<file path="config.mk">
export PLATFORM = sky130hd
export DESIGN_NAME = fragment_free_list_allocator_flat
export DESIGN_NICKNAME = d
export VERILOG_FILES = /design/src/hw/rtl/ffla_pkg.sv /design/src/hw/rtl/ffla_if.sv /design/src/hw/rtl/fragment_free_list_allocator.sv /design/src/flat_wrapper.sv
export SDC_FILE = /design/constraint.sdc
export NUM_CORES = 2
export LEC_CHECK = 0
export ABC_AREA = 1
export BUFFER_PORTS_ARGS = -buffer_cell sky130_fd_sc_hd__buf_2
export CAP_MARGIN = 10
export CORE_AREA = 4 4 526 788
export CTS_BUF_LIST = sky130_fd_sc_hd__clkbuf_16
export CTS_CLUSTER_DIAMETER = 200
export DETAILED_ROUTE_END_ITERATION = 12
export DIE_AREA = 0 0 530 792
export SYNTH_ARGS = -nofsm -noshare
export SYNTH_HDL_FRONTEND = slang
export SYNTH_SLANG_ARGS = --single-unit
</file>
<file path="constraint.sdc">
create_clock -name clk -period 4.7 [get_ports clk]
set_input_delay 0.94 -clock clk [delete_from_list [all_inputs] [get_ports clk]]
set_output_delay 0.94 -clock clk [all_outputs]
set_load 0.02 [all_outputs]
</file>
<file path="src/hw/rtl/ffla_pkg.sv">
// shared constants and codes for the fragment free list allocator
// no dependencies; used by the channel interfaces and the top level
package ffla_pkg;

    localparam int ADDR_BITS          = 48;
    localparam int DEFAULT_LIST_DEPTH = 64;
    localparam int OP_W               = 2;
    localparam int STATUS_W           = 2;
    localparam int FREE_COUNT_W       = 7;

    localparam logic [ADDR_BITS-1:0] FRAG_SIZE_RESET = ADDR_BITS'(65536);

    // item op codes
    localparam logic [OP_W-1:0] OP_CARVE  = 2'd0;
    localparam logic [OP_W-1:0] OP_REMOVE = 2'd1;
    localparam logic [OP_W-1:0] OP_ALLOC  = 2'd2;

    // result status codes
    localparam logic [STATUS_W-1:0] ST_OK       = 2'd0;
    localparam logic [STATUS_W-1:0] ST_EMPTY    = 2'd1;
    localparam logic [STATUS_W-1:0] ST_OVERFLOW = 2'd2;

endpackage

</file>
<file path="src/hw/rtl/ffla_if.sv">
// valid/ready channel interfaces: request items, result items, config writes
// depends on ffla_pkg for field widths
interface ffla_req_if
    import ffla_pkg::*;
();
    logic                 valid;
    logic                 ready;
    logic [OP_W-1:0]      op;
    logic [ADDR_BITS-1:0] address;
    logic [ADDR_BITS-1:0] region_size;

    modport source (output valid, output op, output address, output region_size,
                    input ready);
    modport sink   (input valid, input op, input address, input region_size,
                    output ready);
endinterface

interface ffla_rsp_if
    import ffla_pkg::*;
();
    logic                    valid;
    logic                    ready;
    logic [ADDR_BITS-1:0]    alloc_base;
    logic [STATUS_W-1:0]     status;
    logic [FREE_COUNT_W-1:0] free_count;

    modport source (output valid, output alloc_base, output status, output free_count,
                    input ready);
    modport sink   (input valid, input alloc_base, input status, input free_count,
                    output ready);
endinterface

interface ffla_cfg_if
    import ffla_pkg::*;
();
    logic                 valid;
    logic                 ready;
    logic [ADDR_BITS-1:0] frag_size;

    modport source (output valid, output frag_size, input ready);
    modport sink   (input valid, input frag_size, output ready);
endinterface

</file>
<file path="src/hw/rtl/fragment_free_list_allocator.sv">
// fragment free list allocator top level: sequencer, list memory, result register
// depends on ffla_pkg and the channel interfaces in ffla_if.sv
//
// usage:
//   req carries one item: op (carve, remove, allocate), address, region_size.
//   rsp returns exactly one item per request: alloc_base, status, free_count.
//   cfg writes frag_size; it is always ready; it is to be written only while idle, unchecked by the block.
// timing:
//   req.ready is high only while the sequencer is idle; one item at a time.
//   allocate: the head entry is read, then the result register is loaded.
//   carve: appends one fragment per cycle until the remainder is at most frag_size or the list is full.
//   remove: reads one list entry per cycle, with read and compact pipelined on
//   the single memory port pair.
//   the list memory has one write and one registered read port; the running
//   size/base adder pair is the shared unit that sets the carve rate.
// reset:
//   the list is empty, head at 0, frag_size 65536; memory contents are not
//   cleared and no entry is used before it is written.
// stalls:
//   a finished result waits in the output register while rsp.ready is low;
//   the next item may be taken meanwhile but its result waits for the slot.
module fragment_free_list_allocator
    import ffla_pkg::*;
#(
    parameter int LIST_DEPTH = DEFAULT_LIST_DEPTH
) (
    input  logic      clk,
    input  logic      rst_n,
    ffla_req_if.sink   req,
    ffla_rsp_if.source rsp,
    ffla_cfg_if.sink   cfg
);

    localparam int IDX_W = (LIST_DEPTH > 1) ? $clog2(LIST_DEPTH) : 1;
    localparam int CNT_W = $clog2(LIST_DEPTH + 1);

    typedef enum logic [2:0] {
        S_IDLE,
        S_CARVE,
        S_SCAN,
        S_ALLOC_RD,
        S_DONE
    } state_t;

    function automatic logic [IDX_W-1:0] slot_of(input logic [IDX_W-1:0] h,
                                                  input logic [CNT_W-1:0] k);
        logic [CNT_W:0] sum;
        sum = (CNT_W+1)'(h) + (CNT_W+1)'(k);
        if (sum >= (CNT_W+1)'(LIST_DEPTH))
        begin
            sum = sum - (CNT_W+1)'(LIST_DEPTH);
        end
        return sum[IDX_W-1:0];
    endfunction

    // list memory
    logic [ADDR_BITS-1:0] mem [LIST_DEPTH];
    logic [ADDR_BITS-1:0] rdata_reg;
    logic                 mem_we;
    logic [IDX_W-1:0]     mem_waddr;
    logic [ADDR_BITS-1:0] mem_wdata;
    logic [IDX_W-1:0]     mem_raddr;

    state_t                  state_reg, state_next;
    logic [ADDR_BITS-1:0]    frag_reg;
    logic [IDX_W-1:0]        head_reg, head_next;
    logic [CNT_W-1:0]        count_reg, count_next;
    logic [ADDR_BITS-1:0]    base_reg, base_next;
    logic [ADDR_BITS-1:0]    size_reg, size_next;
    logic [CNT_W-1:0]        scan_idx_reg, scan_idx_next;
    logic [CNT_W-1:0]        kept_reg, kept_next;
    logic                    pend_reg, pend_next;
    logic [ADDR_BITS-1:0]    res_base_reg, res_base_next;
    logic [STATUS_W-1:0]     res_status_reg, res_status_next;
    logic                    out_valid_reg, out_valid_next;
    logic [ADDR_BITS-1:0]    out_base_reg, out_base_next;
    logic [STATUS_W-1:0]     out_status_reg, out_status_next;
    logic [FREE_COUNT_W-1:0] out_count_reg, out_count_next;

    logic                 req_fire;
    logic [ADDR_BITS:0]   size_diff;
    logic                 size_gt;
    logic                 list_full;

    assign req.ready      = (state_reg == S_IDLE);
    assign req_fire       = req.valid && req.ready;
    assign cfg.ready      = 1'b1;
    assign rsp.valid      = out_valid_reg;
    assign rsp.alloc_base = out_base_reg;
    assign rsp.status     = out_status_reg;
    assign rsp.free_count = out_count_reg;

    // shared compare: remaining size strictly above frag_size
    assign size_diff = {1'b0, size_reg} - {1'b0, frag_reg};
    assign size_gt   = !size_diff[ADDR_BITS] && (size_diff[ADDR_BITS-1:0] != '0);
    assign list_full = (count_reg == CNT_W'(LIST_DEPTH));

    always_comb
    begin
        state_next      = state_reg;
        head_next       = head_reg;
        count_next      = count_reg;
        base_next       = base_reg;
        size_next       = size_reg;
        scan_idx_next   = scan_idx_reg;
        kept_next       = kept_reg;
        pend_next       = pend_reg;
        res_base_next   = res_base_reg;
        res_status_next = res_status_reg;
        out_valid_next  = out_valid_reg && !rsp.ready;
        out_base_next   = out_base_reg;
        out_status_next = out_status_reg;
        out_count_next  = out_count_reg;
        mem_we          = 1'b0;
        mem_waddr       = slot_of(head_reg, count_reg);
        mem_wdata       = base_reg;
        mem_raddr       = head_reg;

        unique case (state_reg)
            S_IDLE:
            begin
                if (req_fire)
                begin
                    res_base_next   = '0;
                    res_status_next = ST_OK;
                    base_next       = req.address;
                    size_next       = req.region_size;
                    scan_idx_next   = '0;
                    kept_next       = '0;
                    pend_next       = 1'b0;
                    priority if (req.op == OP_CARVE)
                    begin
                        state_next = S_CARVE;
                    end
                    else if (req.op == OP_REMOVE)
                    begin
                        state_next = S_SCAN;
                    end
                    else if (req.op == OP_ALLOC)
                    begin
                        if (count_reg == '0)
                        begin
                            res_status_next = ST_EMPTY;
                            state_next      = S_DONE;
                        end
                        else
                        begin
                            // read of the head entry is issued this cycle
                            state_next = S_ALLOC_RD;
                        end
                    end
                    else
                    begin
                        state_next = S_DONE;
                    end
                end
            end

            S_CARVE:
            begin
                if (!size_gt)
                begin
                    state_next = S_DONE;
                end
                else if (list_full)
                begin
                    res_status_next = ST_OVERFLOW;
                    state_next      = S_DONE;
                end
                else
                begin
                    mem_we     = 1'b1;
                    count_next = count_reg + 1'b1;
                    size_next  = size_diff[ADDR_BITS-1:0];
                    base_next  = base_reg + frag_reg;
                end
            end

            S_SCAN:
            begin
                // compact: entry read last cycle is kept unless it matches
                mem_waddr = slot_of(head_reg, kept_reg);
                mem_wdata = rdata_reg;
                if (pend_reg && (rdata_reg != base_reg))
                begin
                    mem_we    = 1'b1;
                    kept_next = kept_reg + 1'b1;
                end
                mem_raddr = slot_of(head_reg, scan_idx_reg);
                if (scan_idx_reg < count_reg)
                begin
                    scan_idx_next = scan_idx_reg + 1'b1;
                    pend_next     = 1'b1;
                end
                else
                begin
                    pend_next = 1'b0;
                    if (!pend_reg)
                    begin
                        count_next = kept_reg;
                        state_next = S_DONE;
                    end
                end
            end

            S_ALLOC_RD:
            begin
                res_base_next = rdata_reg;
                head_next     = (head_reg == IDX_W'(LIST_DEPTH - 1)) ? '0 : head_reg + 1'b1;
                count_next    = count_reg - 1'b1;
                state_next    = S_DONE;
            end

            S_DONE:
            begin
                if (!out_valid_reg || rsp.ready)
                begin
                    out_valid_next  = 1'b1;
                    out_base_next   = res_base_reg;
                    out_status_next = res_status_reg;
                    out_count_next  = FREE_COUNT_W'(count_reg);
                    state_next      = S_IDLE;
                end
            end

            default:
            begin
                state_next = S_IDLE;
            end
        endcase
    end

    always_ff @(posedge clk or negedge rst_n)
    begin
        if (!rst_n)
        begin
            state_reg      <= S_IDLE;
            frag_reg       <= FRAG_SIZE_RESET;
            head_reg       <= '0;
            count_reg      <= '0;
            base_reg       <= '0;
            size_reg       <= '0;
            scan_idx_reg   <= '0;
            kept_reg       <= '0;
            pend_reg       <= 1'b0;
            res_base_reg   <= '0;
            res_status_reg <= ST_OK;
            out_valid_reg  <= 1'b0;
            out_base_reg   <= '0;
            out_status_reg <= ST_OK;
            out_count_reg  <= '0;
        end
        else
        begin
            state_reg      <= state_next;
            if (cfg.valid && cfg.ready)
            begin
                frag_reg <= cfg.frag_size;
            end
            head_reg       <= head_next;
            count_reg      <= count_next;
            base_reg       <= base_next;
            size_reg       <= size_next;
            scan_idx_reg   <= scan_idx_next;
            kept_reg       <= kept_next;
            pend_reg       <= pend_next;
            res_base_reg   <= res_base_next;
            res_status_reg <= res_status_next;
            out_valid_reg  <= out_valid_next;
            out_base_reg   <= out_base_next;
            out_status_reg <= out_status_next;
            out_count_reg  <= out_count_next;
        end
    end

    always_ff @(posedge clk)
    begin
        if (mem_we)
        begin
            mem[mem_waddr] <= mem_wdata;
        end
        rdata_reg <= mem[mem_raddr];
    end

`ifndef SYNTH
    a_count_bound: assert property (@(posedge clk) disable iff (!rst_n)
        count_reg <= CNT_W'(LIST_DEPTH))
        else $error("free count above list depth");

    a_head_bound: assert property (@(posedge clk) disable iff (!rst_n)
        head_reg <= IDX_W'(LIST_DEPTH - 1))
        else $error("head index out of range");

    a_kept_behind_scan: assert property (@(posedge clk) disable iff (!rst_n)
        state_reg == S_SCAN |-> kept_reg <= scan_idx_reg && scan_idx_reg <= count_reg)
        else $error("compaction pointer ahead of scan pointer");

    a_empty_result: assert property (@(posedge clk) disable iff (!rst_n)
        rsp.valid && rsp.status == ST_EMPTY |-> rsp.alloc_base == '0 && rsp.free_count == '0)
        else $error("empty allocate result carries a base or a count");

    a_alloc_empty: assert property (@(posedge clk) disable iff (!rst_n)
        req_fire && req.op == OP_ALLOC && count_reg == '0
        |=> state_reg == S_DONE && res_status_reg == ST_EMPTY)
        else $error("allocate on empty list not flagged");
`endif

endmodule

</file>
<file path="src/flat_wrapper.sv">
// flat-port wrapper written by rule: the top's interface ports become plain ports
module fragment_free_list_allocator_flat import ffla_pkg::*;
#(
    parameter int LIST_DEPTH = DEFAULT_LIST_DEPTH
)
  (clk, rst_n, req_valid, req_op, req_address, req_region_size, req_ready, rsp_valid, rsp_alloc_base, rsp_status, rsp_free_count, rsp_ready, cfg_valid, cfg_frag_size, cfg_ready);
  ffla_req_if req_i ();
  ffla_rsp_if rsp_i ();
  ffla_cfg_if cfg_i ();
  input  logic clk;
  input  logic rst_n;
  input wire logic [$bits(req_i.valid)-1:0] req_valid;
  input wire logic [$bits(req_i.op)-1:0] req_op;
  input wire logic [$bits(req_i.address)-1:0] req_address;
  input wire logic [$bits(req_i.region_size)-1:0] req_region_size;
  output wire logic [$bits(req_i.ready)-1:0] req_ready;
  output wire logic [$bits(rsp_i.valid)-1:0] rsp_valid;
  output wire logic [$bits(rsp_i.alloc_base)-1:0] rsp_alloc_base;
  output wire logic [$bits(rsp_i.status)-1:0] rsp_status;
  output wire logic [$bits(rsp_i.free_count)-1:0] rsp_free_count;
  input wire logic [$bits(rsp_i.ready)-1:0] rsp_ready;
  input wire logic [$bits(cfg_i.valid)-1:0] cfg_valid;
  input wire logic [$bits(cfg_i.frag_size)-1:0] cfg_frag_size;
  output wire logic [$bits(cfg_i.ready)-1:0] cfg_ready;
  assign req_i.valid = req_valid;
  assign req_i.op = req_op;
  assign req_i.address = req_address;
  assign req_i.region_size = req_region_size;
  assign req_ready = req_i.ready;
  assign rsp_valid = rsp_i.valid;
  assign rsp_alloc_base = rsp_i.alloc_base;
  assign rsp_status = rsp_i.status;
  assign rsp_free_count = rsp_i.free_count;
  assign rsp_i.ready = rsp_ready;
  assign cfg_i.valid = cfg_valid;
  assign cfg_i.frag_size = cfg_frag_size;
  assign cfg_ready = cfg_i.ready;
  fragment_free_list_allocator #(.LIST_DEPTH(LIST_DEPTH)) u_core (.clk(clk), .rst_n(rst_n), .req(req_i), .rsp(rsp_i), .cfg(cfg_i));
endmodule
</file>
==> impl_metrics.env <==
export IMPL_outcome="finished clean"
export IMPL_slowest_delay_ns=0.43
export IMPL_dr_pass1_iters=6
export IMPL_fin_setup_tns_ns=0
export IMPL_synthArstFlopShare_pct=8.32
export IMPL_ir_drop_mv=0.538
export IMPL_hp_class="in -> async"
export IMPL_synth_common_cells="edfxtp_1 (3072), nor2_1 (2193), o21ai_0 (2075)"
export IMPL_wire_per_inst_um=26.8
export IMPL_synth_avg_cell_area_um2=11.6
export IMPL_post_route_drc_count=0
export IMPL_worst_slew_pin_slew_ns=1.26
export IMPL_io_pins=211
export IMPL_rsz0062_at_grt="no"
export IMPL_seq_area_frac_synth_pct=70.6
export IMPL_leakage_nw=58.7
export IMPL_maxSlewHeadroom_pct=15.9
export IMPL_grt_max_degree=151
export IMPL_finalCritPeriodShare_pct=97.3
export IMPL_grt_pass1_wl_um=704000
export IMPL_clk_pin_slew_ns=0.07
export IMPL_path_class="reg -> reg"
export IMPL_layout_cells_non_filler=18400
export IMPL_regMostFlops="u_core.mem"
export IMPL_yosys_area_top_type="edfxtp_1"
export IMPL_drt_total_wl_um=493000
export IMPL_end_kind="flip-flop"
export IMPL_grt_pass1_vias=98400
export IMPL_use_met3_pct=3.88
export IMPL_clk_path_buf_depth=4
export IMPL_cap_violations=0
export IMPL_ys_types=55
export IMPL_dpl_instance_area_um2=156000
export IMPL_period_needed_ns=4.57
export IMPL_yosysMostFrequentCell="edfxtp_1"
export IMPL_drtIter0Drc=10800
export IMPL_drive_above_1_share_pct=12.0
export IMPL_antenna_found_initial=43
export IMPL_finalHoldViolCount=0
export IMPL_cts_htree_levels=5
export IMPL_maxSlewViolCount=0
export IMPL_synth_cells=12300
export IMPL_crit_top_cell="nand2_1"
export IMPL_crit_family="simple AND/OR/NAND/NOR gates"
export IMPL_skew_ns=0.0539
export IMPL_cts_sinks=3403
export IMPL_root_buffer="clkbuf_16"
export IMPL_cts_tree="done"
export IMPL_synth_area_um2=142000
export IMPL_synth_edff_count=3072
export IMPL_overflow=0
export IMPL_dp_hpwl_um=327000
export IMPL_track_usage_pct=22.8
export IMPL_viasPerCell=5.52
export IMPL_placementRows=287
export IMPL_place_inst=17800
export IMPL_slowest_stage="ha_1"
export IMPL_power_mw=120
export IMPL_die_y_um=792
export IMPL_place_congestion=0.994
export IMPL_grt_busiest_layer="met2"
export IMPL_met1_usage_pct=26.5
export IMPL_portBuffers=209
export IMPL_yosysWarningCount=0
export IMPL_vias=101000
export IMPL_gr_usage_met2_pct=39.4
export IMPL_synth_area_leaders="edfxtp_1 (65%), o21ai_0 (7.3%), nor2_1 (5.8%)"
export IMPL_p_per_area_nw_per_um2=720
export IMPL_design_die_area_um2=420000
export IMPL_yosysTopAreaCellShare_pct=64.9
export IMPL_cts_buffers=317
export IMPL_cts_hold_fix_buffers=0
export IMPL_postRouteAntennaNets=0
export IMPL_clock_latency_ns=0.92
export IMPL_synth_nets=12600
export IMPL_path_cells="ha_1, nand2_1, nor2_1, buf_4, nand2_2, nor3_4, nand3_1, nand3_1, nand2_1, nand2_1, nand2_1, nor2_1, nand2_1, nor2_4, nand2_4, buf_4, nand3_1, nand2_4, buf_12, nand3_1, buf_12, nor2_4, buf_12, buf_12"
export IMPL_worstPathRequired_ns=5.33
export IMPL_final_cell_area_um2=166000
export IMPL_final_nets=13000
export IMPL_core_area_um2=407000
export IMPL_synth_top_flop_cell="edfxtp_1"
export IMPL_largest_register_ffs=3072
export IMPL_area_delta_synth_final_pct=17.1
export IMPL_cp_arrival_ns=5.21
export IMPL_worst_path_buf_inv=6
export IMPL_worstPathMaxFanout=13
export IMPL_finalCoreUtilization_pct=40.9
export IMPL_synth_seq_cells=3403
export IMPL_startpoint_type="flip-flop"
export IMPL_timing_fmax_ghz=0.219
export IMPL_setup_viol=0
export IMPL_die_w_um=530
export IMPL_floorplan_initialDensity_pct=34.9
## worst reg2reg max path, delay by kind of cell, from the launching register on
kind	cells	cell delay, ns
DFF	1	0.39
adders and majority gates	1	0.43
and+or+nand+nor	17	2.51
buffers and inverters	6	0.95
## metal layers
| metal | up-vias | part of all wire, % |
|---|---|---|
| li1 | 45300 | - |
| met1 | 50700 | 36 |
| met2 | 4211 | 50 |
| met3 | 1076 | 7.0 |
| met4 | 16 | 6.8 |
| met5 | - | 0.024 |
## cell families (layout without fill, tap and decap cells)
kind of cell / count (synthesis) / count (layout) / share of synthesized area, %
fa+ha+maj: 124 / 124 / 1.12
mux: 5 / 5 / 0.0396
other cells: 1 / 27 / 0.00264
flops: 3403 / 3403 / 70.6
simple gates: 3937 / 3937 / 10.8
compound gates: 3430 / 3430 / 13.4
xor+xnor: 78 / 78 / 0.481
buf+inv: 1299 / 2023 / 3.53
## power breakdown
part,internal [mW],switching (mW),leakage [nW]
clock network,14.1,11.4,5.19
logic,13.9,39.5,21.6
registers,39.7,1.13,31.9
total,67.8,52.0,58.7
## through the flow
step	hold slack, ns	worst slack [ns]
after floorplan	0.442	-0.453
after global placement	0.460	-0.794
after detailed placement	0.462	-0.669
after CTS	0.0485	0.0540
after global routing	0.115	0.00843
final	0.0821	0.126
## worst paths after layout
kind | start | end | slack (ns) | cells past startpoint
max | u_core.size_reg[31] | u_core.mem[31][27] | 0.13 | 24
min | rst_n | u_core.rsp.alloc_base[22] | 0.08 | 1
max reg2reg | u_core.size_reg[31] | u_core.mem[31][27] | 0.13 | 24
min reg2reg | u_core.size_reg[0] | u_core.size_reg[0] | 0.48 | 2
max in group asynchronous | rst_n | u_core.frag_reg[35] | 3.56 | 2
min in group clk | cfg_frag_size[8] | u_core.frag_reg[8] | 0.24 | 3
## cell type report
type	count	area, um2
clock buffer	323	8080
fill	38400	241000
tap	5346	6690
antenna	26	65.1
clock inverter	243	1940
inverter	537	2050
multi-input combinational	7575	38000
sequential	3403	100000
timing repair buffer	920	9250
## cells in the final DEF, fill, tap and decap left out, drive strengths merged, types with 6 or more instances in the layout
cell type / n
xor2: 54
o21ai: 2123
o22ai: 822
o311ai: 99
o21a: 10
o21bai: 13
nor4: 16
clkinvlp: 13
bufinv: 29
buf: 918
dfrtp: 282
nand3: 216
nor3: 25
edfxtp: 3072
clkinv: 116
dfxtp: 48
a31oi: 8
clkbuf: 325
ha: 119
diode: 26
or2: 19
nand2: 1414
nor2: 2198
xnor2: 24
inv: 622
o211ai: 6
o31ai: 6
nand3b: 12
nand4: 33
a21o: 8
a21oi: 228
o221ai: 96
## what timing repair did
item | CTS | global route
endpoints found under the setup margin | 3175 | 3074
gates resized for setup | 12 | 24
setup buffers | 2 | 0
pin swaps | 2 | 3
Power figures use the tool's default switching activity.
